--- src/rtl/srx_pkg.sv ---
// Shared types, constants and helper functions of the shift register output expander.
package srx_pkg;

   localparam int MAX_REGS = 4;
   localparam int IMAGE_W  = 32;
   localparam int REGS_W   = 3;
   localparam int PIN_W    = 5;
   localparam int COUNT_W  = 6;

   localparam logic [REGS_W-1:0] REGS_RESET = REGS_W'(MAX_REGS);

   typedef enum logic [3:0] {
      ACT_WR_PIN   = 4'd0,
      ACT_WR_STAGE = 4'd1,
      ACT_READ     = 4'd2,
      ACT_CLR_ALL  = 4'd3,
      ACT_SET_ALL  = 4'd4,
      ACT_MASK_CLR = 4'd5,
      ACT_MASK_SET = 4'd6,
      ACT_STAMP    = 4'd7,
      ACT_COPY     = 4'd8,
      ACT_COMMIT   = 4'd9,
      ACT_DISCARD  = 4'd10
   } action_type;

   typedef struct packed {
      logic               push;
      logic [REGS_W-1:0]  regs;
      logic [IMAGE_W-1:0] image;
      logic               read_bit;
      logic               ok;
   } job_type;

   function automatic logic [REGS_W-1:0] clamp_regs(input logic [REGS_W-1:0] raw);
      logic [REGS_W-1:0] result;
      if (raw == '0) begin
         result = REGS_W'(1);
      end else if (raw > REGS_W'(MAX_REGS)) begin
         result = REGS_W'(MAX_REGS);
      end else begin
         result = raw;
      end
      return result;
   endfunction

   function automatic logic [COUNT_W-1:0] pin_count(input logic [REGS_W-1:0] regs);
      return {regs, 3'b000};
   endfunction

   function automatic logic [IMAGE_W-1:0] active_mask(input logic [REGS_W-1:0] regs);
      return {IMAGE_W{1'b1}} >> (COUNT_W'(IMAGE_W) - pin_count(regs));
   endfunction

endpackage

--- src/rtl/srx_image.sv ---
// Main and staging output images, updated once for each accepted word.
module srx_image (
   input  logic                          clock,
   input  logic                          reset,
   input  logic                          req_accept,
   input  logic [3:0]                    action,
   input  logic [srx_pkg::PIN_W-1:0]     pin,
   input  logic                          value,
   input  logic [srx_pkg::IMAGE_W-1:0]   bits,
   input  logic                          flag,
   input  logic [srx_pkg::REGS_W-1:0]    active_regs,
   output srx_pkg::job_type              job
);
   import srx_pkg::*;

   logic [IMAGE_W-1:0] main_ff, main_in;
   logic [IMAGE_W-1:0] stage_ff, stage_in;
   logic               valid_ff, valid_in;

   logic [REGS_W-1:0]  regs;
   logic [IMAGE_W-1:0] mask;
   logic [IMAGE_W-1:0] pbit;
   logic [IMAGE_W-1:0] taken;
   logic [IMAGE_W-1:0] base;
   logic               pin_ok;

   always_comb begin
      regs   = clamp_regs(active_regs);
      mask   = active_mask(regs);
      pbit   = IMAGE_W'(1) << pin;
      pin_ok = {1'b0, pin} < pin_count(regs);
      taken  = valid_ff ? ((main_ff & ~mask) | (stage_ff & mask)) : main_ff;
      base   = valid_ff ? stage_ff : main_ff;

      main_in      = main_ff;
      stage_in     = stage_ff;
      valid_in     = valid_ff;
      job.push     = 1'b0;
      job.regs     = regs;
      job.read_bit = 1'b0;
      job.ok       = 1'b1;

      unique case (action)
         ACT_WR_PIN: begin
            if (pin_ok) begin
               main_in  = value ? (taken | pbit) : (taken & ~pbit);
               valid_in = 1'b0;
               job.push = 1'b1;
            end else begin
               job.ok = 1'b0;
            end
         end
         ACT_WR_STAGE: begin
            if (pin_ok) begin
               stage_in = value ? (base | pbit) : (base & ~pbit);
               valid_in = 1'b1;
            end else begin
               job.ok = 1'b0;
            end
         end
         ACT_READ: begin
            if (pin_ok) begin
               main_in      = taken;
               valid_in     = 1'b0;
               job.push     = valid_ff;
               job.read_bit = taken[pin];
            end else begin
               job.ok = 1'b0;
            end
         end
         ACT_CLR_ALL: begin
            main_in  = main_ff & ~mask;
            valid_in = 1'b0;
            job.push = 1'b1;
         end
         ACT_SET_ALL: begin
            main_in  = main_ff | mask;
            valid_in = 1'b0;
            job.push = 1'b1;
         end
         ACT_MASK_CLR: begin
            main_in  = taken & ~(bits & mask);
            valid_in = 1'b0;
            job.push = 1'b1;
         end
         ACT_MASK_SET: begin
            main_in  = taken | (bits & mask);
            valid_in = 1'b0;
            job.push = 1'b1;
         end
         ACT_STAMP: begin
            main_in  = (main_ff & ~mask) | (bits & mask);
            valid_in = 1'b0;
            job.push = 1'b1;
         end
         ACT_COPY: begin
            if (!valid_ff || flag) begin
               stage_in = main_ff;
               valid_in = 1'b1;
            end else begin
               job.ok = 1'b0;
            end
         end
         ACT_COMMIT: begin
            if (valid_ff) begin
               main_in  = taken;
               valid_in = 1'b0;
               job.push = flag;
            end
         end
         ACT_DISCARD: begin
            valid_in = 1'b0;
         end
         default: begin
            job.ok = 1'b0;
         end
      endcase

      job.image = main_in;
   end

   always_ff @(posedge clock) begin
      if (reset) begin
         main_ff  <= '0;
         valid_ff <= 1'b0;
      end else if (req_accept) begin
         main_ff  <= main_in;
         valid_ff <= valid_in;
      end
   end

   always_ff @(posedge clock) begin
      if (req_accept) begin
         stage_ff <= stage_in;
      end
   end

endmodule

--- src/rtl/srx_serial.sv ---
// Frame shifter: sends the image one bit per word, highest pin first, when the job pushes it, then the reply.
module srx_serial (
   input  logic             clock,
   input  logic             reset,
   input  logic             start,
   input  srx_pkg::job_type job,
   output logic             busy,
   output logic             rsp_tvalid,
   input  logic             rsp_tready,
   output logic [7:0]       rsp_tdata,
   output logic             rsp_tuser,
   output logic             rsp_tlast
);
   import srx_pkg::*;

   typedef enum logic [2:0] {
      ST_IDLE  = 3'b001,
      ST_SHIFT = 3'b010,
      ST_REPLY = 3'b100
   } state_type;

   state_type          state_ff, state_in;
   logic [IMAGE_W-1:0] shift_ff, shift_in;
   logic [COUNT_W-1:0] count_ff, count_in;
   logic               rbit_ff, rbit_in;
   logic               ok_ff, ok_in;

   logic out_valid_ff, out_valid_in;
   logic out_kind_ff, out_kind_in;
   logic out_sbit_ff, out_sbit_in;
   logic out_fend_ff, out_fend_in;
   logic out_rbit_ff, out_rbit_in;
   logic out_ok_ff, out_ok_in;
   logic out_last_ff, out_last_in;

   logic can_load;

   always_comb begin
      can_load     = !out_valid_ff || rsp_tready;
      state_in     = state_ff;
      shift_in     = shift_ff;
      count_in     = count_ff;
      rbit_in      = rbit_ff;
      ok_in        = ok_ff;
      out_valid_in = out_valid_ff && !rsp_tready;
      out_kind_in  = out_kind_ff;
      out_sbit_in  = out_sbit_ff;
      out_fend_in  = out_fend_ff;
      out_rbit_in  = out_rbit_ff;
      out_ok_in    = out_ok_ff;
      out_last_in  = out_last_ff;

      unique case (state_ff)
         ST_IDLE: begin
            if (start) begin
               rbit_in  = job.read_bit;
               ok_in    = job.ok;
               count_in = pin_count(job.regs);
               shift_in = job.image << (COUNT_W'(IMAGE_W) - pin_count(job.regs));
               state_in = job.push ? ST_SHIFT : ST_REPLY;
            end
         end
         ST_SHIFT: begin
            if (can_load) begin
               out_valid_in = 1'b1;
               out_kind_in  = 1'b0;
               out_sbit_in  = shift_ff[IMAGE_W-1];
               out_fend_in  = count_ff == COUNT_W'(1);
               out_rbit_in  = 1'b0;
               out_ok_in    = 1'b0;
               out_last_in  = 1'b0;
               shift_in     = shift_ff << 1;
               count_in     = count_ff - COUNT_W'(1);
               if (count_ff == COUNT_W'(1)) begin
                  state_in = ST_REPLY;
               end
            end
         end
         ST_REPLY: begin
            if (can_load) begin
               out_valid_in = 1'b1;
               out_kind_in  = 1'b1;
               out_sbit_in  = 1'b0;
               out_fend_in  = 1'b0;
               out_rbit_in  = rbit_ff;
               out_ok_in    = ok_ff;
               out_last_in  = 1'b1;
               state_in     = ST_IDLE;
            end
         end
         default: begin
            state_in = ST_IDLE;
         end
      endcase
   end

   always_ff @(posedge clock) begin
      if (reset) begin
         state_ff     <= ST_IDLE;
         out_valid_ff <= 1'b0;
      end else begin
         state_ff     <= state_in;
         out_valid_ff <= out_valid_in;
      end
   end

   always_ff @(posedge clock) begin
      shift_ff    <= shift_in;
      count_ff    <= count_in;
      rbit_ff     <= rbit_in;
      ok_ff       <= ok_in;
      out_kind_ff <= out_kind_in;
      out_sbit_ff <= out_sbit_in;
      out_fend_ff <= out_fend_in;
      out_rbit_ff <= out_rbit_in;
      out_ok_ff   <= out_ok_in;
      out_last_ff <= out_last_in;
   end

   assign busy       = state_ff != ST_IDLE;
   assign rsp_tvalid = out_valid_ff;
   assign rsp_tuser  = out_kind_ff;
   assign rsp_tlast  = out_last_ff;
   assign rsp_tdata  = {4'b0000, out_ok_ff, out_rbit_ff, out_fend_ff, out_sbit_ff};

endmodule

--- src/rtl/shift_register_output_expander.sv ---
// Top level of the serial shift register output expander.
//
// Each request word names one action on the output image of a chain of 8-bit
// latched shift registers. A word is taken when req_tvalid and req_tready are
// both high; the block then works on that word alone. An action that changes
// the outputs (a commit only with flag set) sends a frame of response words,
// 8 per active register with active_regs clamped to 1..4, one serial bit
// each, highest pin first, with frame_end set on the final bit. Every request
// ends with one reply word (rsp_tuser high, rsp_tlast high). Acceptance moves
// the shifter out of idle, and each response word is then loaded into the
// output register; the frame shifter moves one bit per cycle while the
// output register can take a word. The next request is taken once the
// reply has been loaded into the output register.
// When the receiver stalls, the output register holds its word and the
// shifter waits. The csr channel writes active_regs at any time it is valid.
// Reset clears the main image, drops the staging image and sets active_regs
// to its maximum of four registers.
module shift_register_output_expander (
   input  logic                        clock,
   input  logic                        reset,
   input  logic                        req_tvalid,
   output logic                        req_tready,
   // action[3:0], pin[8:4], value[9], bits[41:10], flag[42], zero[47:43]
   input  logic [47:0]                 req_tdata,
   output logic                        rsp_tvalid,
   input  logic                        rsp_tready,
   // serial_bit[0], frame_end[1], read_bit[2], ok[3], zero[7:4]
   output logic [7:0]                  rsp_tdata,
   // kind[0]
   output logic                        rsp_tuser,
   output logic                        rsp_tlast,
   input  logic                        csr_valid,
   output logic                        csr_ready,
   input  logic [srx_pkg::REGS_W-1:0]  csr_data
);
   import srx_pkg::*;

   logic [REGS_W-1:0] regs_ff, regs_in;
   logic              busy;
   logic              req_accept;
   job_type           job;

   assign csr_ready  = 1'b1;
   assign req_tready = !busy;
   assign req_accept = req_tvalid && req_tready;
   assign regs_in    = (csr_valid && csr_ready) ? csr_data : regs_ff;

   always_ff @(posedge clock) begin
      if (reset) begin
         regs_ff <= REGS_RESET;
      end else begin
         regs_ff <= regs_in;
      end
   end

   srx_image u_image (
      .clock       (clock),
      .reset       (reset),
      .req_accept  (req_accept),
      .action      (req_tdata[3:0]),
      .pin         (req_tdata[8:4]),
      .value       (req_tdata[9]),
      .bits        (req_tdata[41:10]),
      .flag        (req_tdata[42]),
      .active_regs (regs_ff),
      .job         (job)
   );

   srx_serial u_serial (
      .clock      (clock),
      .reset      (reset),
      .start      (req_accept),
      .job        (job),
      .busy       (busy),
      .rsp_tvalid (rsp_tvalid),
      .rsp_tready (rsp_tready),
      .rsp_tdata  (rsp_tdata),
      .rsp_tuser  (rsp_tuser),
      .rsp_tlast  (rsp_tlast)
   );

endmodule

--- config.mk ---
export PLATFORM = sky130hd
export DESIGN_NAME = shift_register_output_expander
export DESIGN_NICKNAME = d
export VERILOG_FILES = /design/src/rtl/srx_pkg.sv /design/src/rtl/srx_image.sv /design/src/rtl/srx_serial.sv /design/src/rtl/shift_register_output_expander.sv
export SDC_FILE = /design/constraint.sdc
export NUM_CORES = 1
export LEC_CHECK = 0
export BUFFER_PORTS_ARGS = -buffer_cell sky130_fd_sc_hd__buf_2
export CORE_ASPECT_RATIO = 1.2
export CORE_MARGIN = 3
export CORE_UTILIZATION = 45
export DETAILED_ROUTE_END_ITERATION = 8
export GPL_ROUTABILITY_DRIVEN = 0
export SYNTH_ARGS = -nofsm -noshare
export SYNTH_HDL_FRONTEND = slang
export SYNTH_SLANG_ARGS = --single-unit
--- constraint.sdc ---
create_clock -name clock -period 8.9 [get_ports clock]
set_clock_uncertainty 0.15 [all_clocks]
set_input_delay 1.78 -clock clock [delete_from_list [all_inputs] [get_ports clock]]
set_output_delay 1.78 -clock clock [all_outputs]
set_load 0.01 [all_outputs]
==> flow_summary.ini, run 1 <==
[placement]
dpl-instance-area_sq_um = 9560
io_buffers = 58
hpwl_um = 23300

[sta]
maxSlewViolCount = 0
fmax_ghz = 0.189
period_share = 0.594
grt_setup_unrepaired = false
period_needed_ns = 5.29
tightest_slew_ns = 1.12
setup_violations = 0
tns_ns = 0
slew_headroom = 0.250
finalHoldViolCount = 0

[worst_setup_path]
worstSetupEndpointType = register
critPathRequiredTime_ns = 8.91
path_class = reg -> reg
critPathArrivalTime_ns = 5.30
reg2regPathDepth = 13
critPathMaxFanout = 21
cp-start-kind = register

[clocking]
clock-sinks = 117
cts_resized = 0
clock_path_buffers = 2
cts_tree = built
ctsHoldBuffers = 0
path_clk_slew_ns = 0.06
h-tree-depth = 4
clock_latency_ns = 0.43
cts_buffers = 17
root_buffer = clkbuf_16
post_cts_buffers = 0

[detailed_routing]
drt_wl_total_um = 35100
ant_nets = 0
dr.pass1.iters = 6
avgRoutedWirePerCell_um = 25.0
drt_iter0_markers = 1270
dr_total_vias = 9459
drc = 0
vias_per_cell = 6.73

[finish]
diodes = 0
finalNetCount = 1193
area_growth_syn_to_layout_pct = 9.82
mostFrequentLayoutCell = a21oi_1
drive_gt1_frac = 0.149
mostFrequentLayoutCells = a21oi_1, nand2_1, o21ai_0, nor2_1, edfxtp_1
final_area_sq_um = 10200

[synthesis]
synthesis.instances = 1138
async_flop_share = 0
synthFlopType = edfxtp_1
synth_edf_count = 77
yosysUniqueCellTypes = 94
avgSynthCellArea_sq_um = 8.14
synth_seq_cells = 117
yosys_warnings = 0
synth_area_sq_um = 9270
ys_seq_area_frac = 0.336

[global_routing]
grt_pass1_wl_um = 52900
antenna_found_initial = 0
grt_util_all_layers = 0.313
grt_pass1_vias = 8744
globalRouteOverflowTotal = 0
grt_max_degree = 51

[die]
fp.dieH_um = 163
core_sq_um = 19900
start_util = 0.466
die-width_um = 137
die_area_sq_um = 22400
io_pins = 69
row_count = 56

[job]
maxCapViolCount = 0

[power]
leakage_nw = 3.67
p_per_area_nw_per_um2 = 177
peakVddDrop_uv = 129

[run_status]
status = finished clean

[hold_path]
hold_class = reg -> reg
hold_depth = 1
## path summary, 6_finish.rpt
kind | start | to | slack [ns]
hold / removal | u_serial.ok_ff$_DFFE_PP_ | u_serial.out_ok_ff$_SDFFCE_PN0P_ | 0.37
hold reg to reg | u_serial.ok_ff$_DFFE_PP_ | u_serial.out_ok_ff$_SDFFCE_PN0P_ | 0.37
setup reg to reg | regs_ff[1]$_SDFFE_PP0P_ | u_serial.shift_ff[25]$_DFFE_PP_ | 3.61
setup / recovery | regs_ff[1]$_SDFFE_PP0P_ | u_serial.shift_ff[25]$_DFFE_PP_ | 3.61
## critical path, cell delays in order (launching register included)
cell and delay, ns:
dfxtp_1 0.36, nor2b_1 0.31, nor2_1 0.07, buf_4 0.23, inv_1 0.47, ha_1 0.31
ha_1 0.25, nor2b_1 0.86, mux2i_1 0.41, nand2_1 0.09, a32o_1 0.30, a2111oi_0 0.79
o21bai_2 0.30, o221ai_2 0.12
## through the flow
| stage | hold slack, ns | util | setup WS, ns | power (mW) | cells |
|---|---|---|---|---|---|
| final | 0.367 | 0.511 | 3.61 | 1.80 | 1405 |
| after global routing | 0.384 | 0.511 | 3.47 | 1.87 | 1405 |
| after CTS | 0.367 | 0.511 | 3.77 | 1.80 | 1405 |
| after detailed placement | 0.355 | 0.481 | 3.74 | 1.07 | 1373 |
| after global placement | 0.352 | 0.481 | 3.73 | 1.07 | 1373 |
| after floorplan | 0.325 | - | 3.71 | 0.934 | 1141 |
## report_power, final
group,switching (mW),internal (mW)
logic,0.282,0.134
clock network,0.296,0.437
registers,0.0295,0.626
total,0.607,1.20
## cells in the mapped netlist (all sizes together) (4+ instances only)
cell type | n | share of area
a21oi | 145 | 0.080
nand2 | 134 | 0.055
o21ai | 126 | 0.068
nor2 | 98 | 0.041
edfxtp | 77 | 0.25
clkbuf | 61 | 0.025
buf | 54 | 0.037
dfxtp | 40 | 0.086
a211oi | 39 | 0.032
mux2i | 38 | 0.044
nor2b | 22 | 0.015
nor3 | 22 | 0.013
o211ai | 19 | 0.016
nand3 | 18 | 0.011
a22oi | 17 | 0.014
a31oi | 13 | 0.0095
a221oi | 12 | 0.013
inv | 12 | 0.0049
mux2 | 11 | 0.013
nand2b | 11 | 0.0074
a21o | 10 | 0.0081
nor3b | 10 | 0.012
o221ai | 10 | 0.010
o22ai | 10 | 0.0068
a2111oi | 8 | 0.011
and2 | 8 | 0.0054
o21bai | 7 | 0.0061
a32oi | 6 | 0.0057
and3b | 6 | 0.0057
ha | 6 | 0.0081
a32o | 5 | 0.0054
nand4 | 5 | 0.0034
o31ai | 5 | 0.0041
a221o | 4 | 0.0043
a2bb2oi | 4 | 0.0038
and3 | 4 | 0.0027
nor4 | 4 | 0.0034
o21a | 4 | 0.0032
## cell families after synthesis
logic type	Yosys count	share of synthesized area
flip-flops	117	0.336
AND/OR/NAND/NOR	363	0.196
XOR/XNOR	5	0.00473
other	2	0.000810
buffers and inverters	128	0.0671
AO/OA/AOI/OAI	465	0.323
adder cells (fa/ha/maj)	6	0.00810
multiplexers	52	0.0644
## cell type report
class	count	area, sq um
Timing Repair Buffer	86	500
Multi-Input combinational cell	896	5570
Clock inverter	14	164
Tap cell	261	327
Sequential cell	117	3110
Inverter	13	48.8
Fill cell	1930	9720
Clock buffer	18	450
## routing by layer
layer / wire (um) / vias to the layer above / share of wire / track usage
met4: 1780 / 0 / 0.051 / 0.159
met2: 15700 / 605 / 0.45 / 0.475
met5: 0 / - / 0 / 0
met3: 3680 / 118 / 0.10 / 0.0607
li1: - / 4279 / - / -
met1: 13900 / 4457 / 0.40 / 0.424
Power figures use the tool's default switching activity.
==> inputs of run 2 (changes only) <==
Clock period 8.9 ns to 4.4 ns, I/O delays scaled along.
==> run 2 against run 1 <==
  * Count of clock-buffer cells in the layout rose by 1
  * Design area rose by 4.4%
  * Sequential cell count did not move
  * Critical path depth did not move
  * Non-clock buffer count rose by 59
  * Sequential power rose by 100%
  * Critical path type unchanged
  * Critical endpoint is now u_serial.shift_ff[31]$_DFFE_PP_
  * Largest power group unchanged
  * Highest routed layer is now met5
==> flow_summary.ini, run 2 (synthesis results as in run 1) <==
[finish]
area_growth_syn_to_layout_pct = 14.6
mostFrequentLayoutCells = a21oi_1, nand2_1, o21ai_0, nor2_1, buf_4
finalNonFillerCells = 1464
drive_gt1_frac = 0.190
finalNetCount = 1252
final_area_sq_um = 10600
mostFrequentLayoutCell = a21oi_1
fin_util = 0.534
diodes = 0

[die]
row_count = 56
fp.dieH_um = 163
die_area_sq_um = 22400
start_util = 0.466
io_pins = 69
die-width_um = 137
core_sq_um = 19900

[worst_setup_path]
cp-start-kind = register
path_class = reg -> reg
max_stage_delay_ns = 0.76
rrSetupSlack_ns = 0.30
critPathArrivalTime_ns = 4.12
worstSetupEndpointType = register
crit_path_cell_trace = nor2b_1, nor2_1, inv_1, ha_1, ha_1, buf_4, nor3b_1, buf_4, mux2i_1, a211oi_1, a2111oi_2, o22ai_1, a221o_1
crit_buf_inv = 3
cpMaxStageDelayCell = a2111oi_2
critPathMaxFanout = 11
critPathRequiredTime_ns = 4.42
cpLargestDelayFamily = compound AO/OA/AOI/OAI gates

[sta]
finalHoldViolCount = 0
tightest_slew_ns = 1.07
fmax_ghz = 0.244
holdWs_ns = 0.372
period_share = 0.932
tns_ns = 0
setup_ws_ns = 0.301
grt_setup_unrepaired = false
period_needed_ns = 4.10
slew_headroom = 0.285
setup_violations = 0
maxSlewViolCount = 0

[detailed_routing]
drt_iter0_markers = 1381
dr_total_vias = 9751
drc = 0
dr.pass1.iters = 6
avgRoutedWirePerCell_um = 25.2
vias_per_cell = 6.66
drt_wl_total_um = 36900
ant_nets = 0

[power]
p_per_area_nw_per_um2 = 346
design_power_total_mw = 3.68
leakage_nw = 3.95
peakVddDrop_uv = 274

[placement]
dpl-instance-area_sq_um = 10000
dp_cells = 1432
io_buffers = 58
dp_slack_ns = 0.322
hpwl_um = 25900

[clocking]
post_cts_buffers = 0
h-tree-depth = 4
root_buffer = clkbuf_16
clock-sinks = 117
ctsHoldBuffers = 0
clock_latency_ns = 0.44
cts_tree = built
cts_buffers = 17
clock_path_buffers = 2
path_clk_slew_ns = 0.06
cts_resized = 0

[job]
maxCapViolCount = 0

[global_routing]
grt_max_degree = 51
grt_pass1_wl_um = 54900
globalRouteOverflowTotal = 0
grt_util_all_layers = 0.327
antenna_found_initial = 1
grt_pass1_vias = 9032

[run_status]
status = finished clean

[hold_path]
hold_class = reg -> reg
-- run 2: cell count changes in the layout (fill, tap and decap cells not counted) --
cell and change:
buf_4 +58, or4_1 +1, clkinv_4 +1, nand2b_2 -1, buf_12 +1, or4_2 -1
nand2b_1 +1, bufinv_16 -1, inv_6 +2, clkinvlp_4 -1, inv_8 -2, clkbuf_16 +1
-- run 2: path summary, 6_finish.rpt --
check,endpoint,from,cells after the start
max reg2reg,u_serial.shift_ff[31]$_DFFE_PP_,regs_ff[1]$_SDFFE_PP0P_,13
min reg2reg,u_serial.out_ok_ff$_SDFFCE_PN0P_,u_serial.ok_ff$_DFFE_PP_,1
max,u_serial.shift_ff[31]$_DFFE_PP_,regs_ff[1]$_SDFFE_PP0P_,13
min,u_serial.out_ok_ff$_SDFFCE_PN0P_,u_serial.ok_ff$_DFFE_PP_,1
-- run 2: cell type report --
cell class              instances  area (sq um)
multi-input cells             896          5570
inverters                      13          48.8
well taps                     261           327
flip-flops and latches        117          3110
clock inverters                13           130
fillers                      1928          9280
clock buffers                  19           475
repair buffers                145           956
-- run 2: layer usage --
metal / GRT usage / vias up / share of wire
li1: - / 4395 / -
met1: 0.425 / 4601 / 0.40
met2: 0.506 / 606 / 0.45
met3: 0.0696 / 147 / 0.096
met4: 0.176 / 2 / 0.060
met5: 0 / - / 0.00035
-- run 2: power breakdown --
group          switching, mW  leakage, nW  internal [mW]
logic                  0.587         2.58          0.309
registers             0.0608         1.08           1.27
clock network          0.595        0.296          0.859
total                   1.24         3.95           2.43
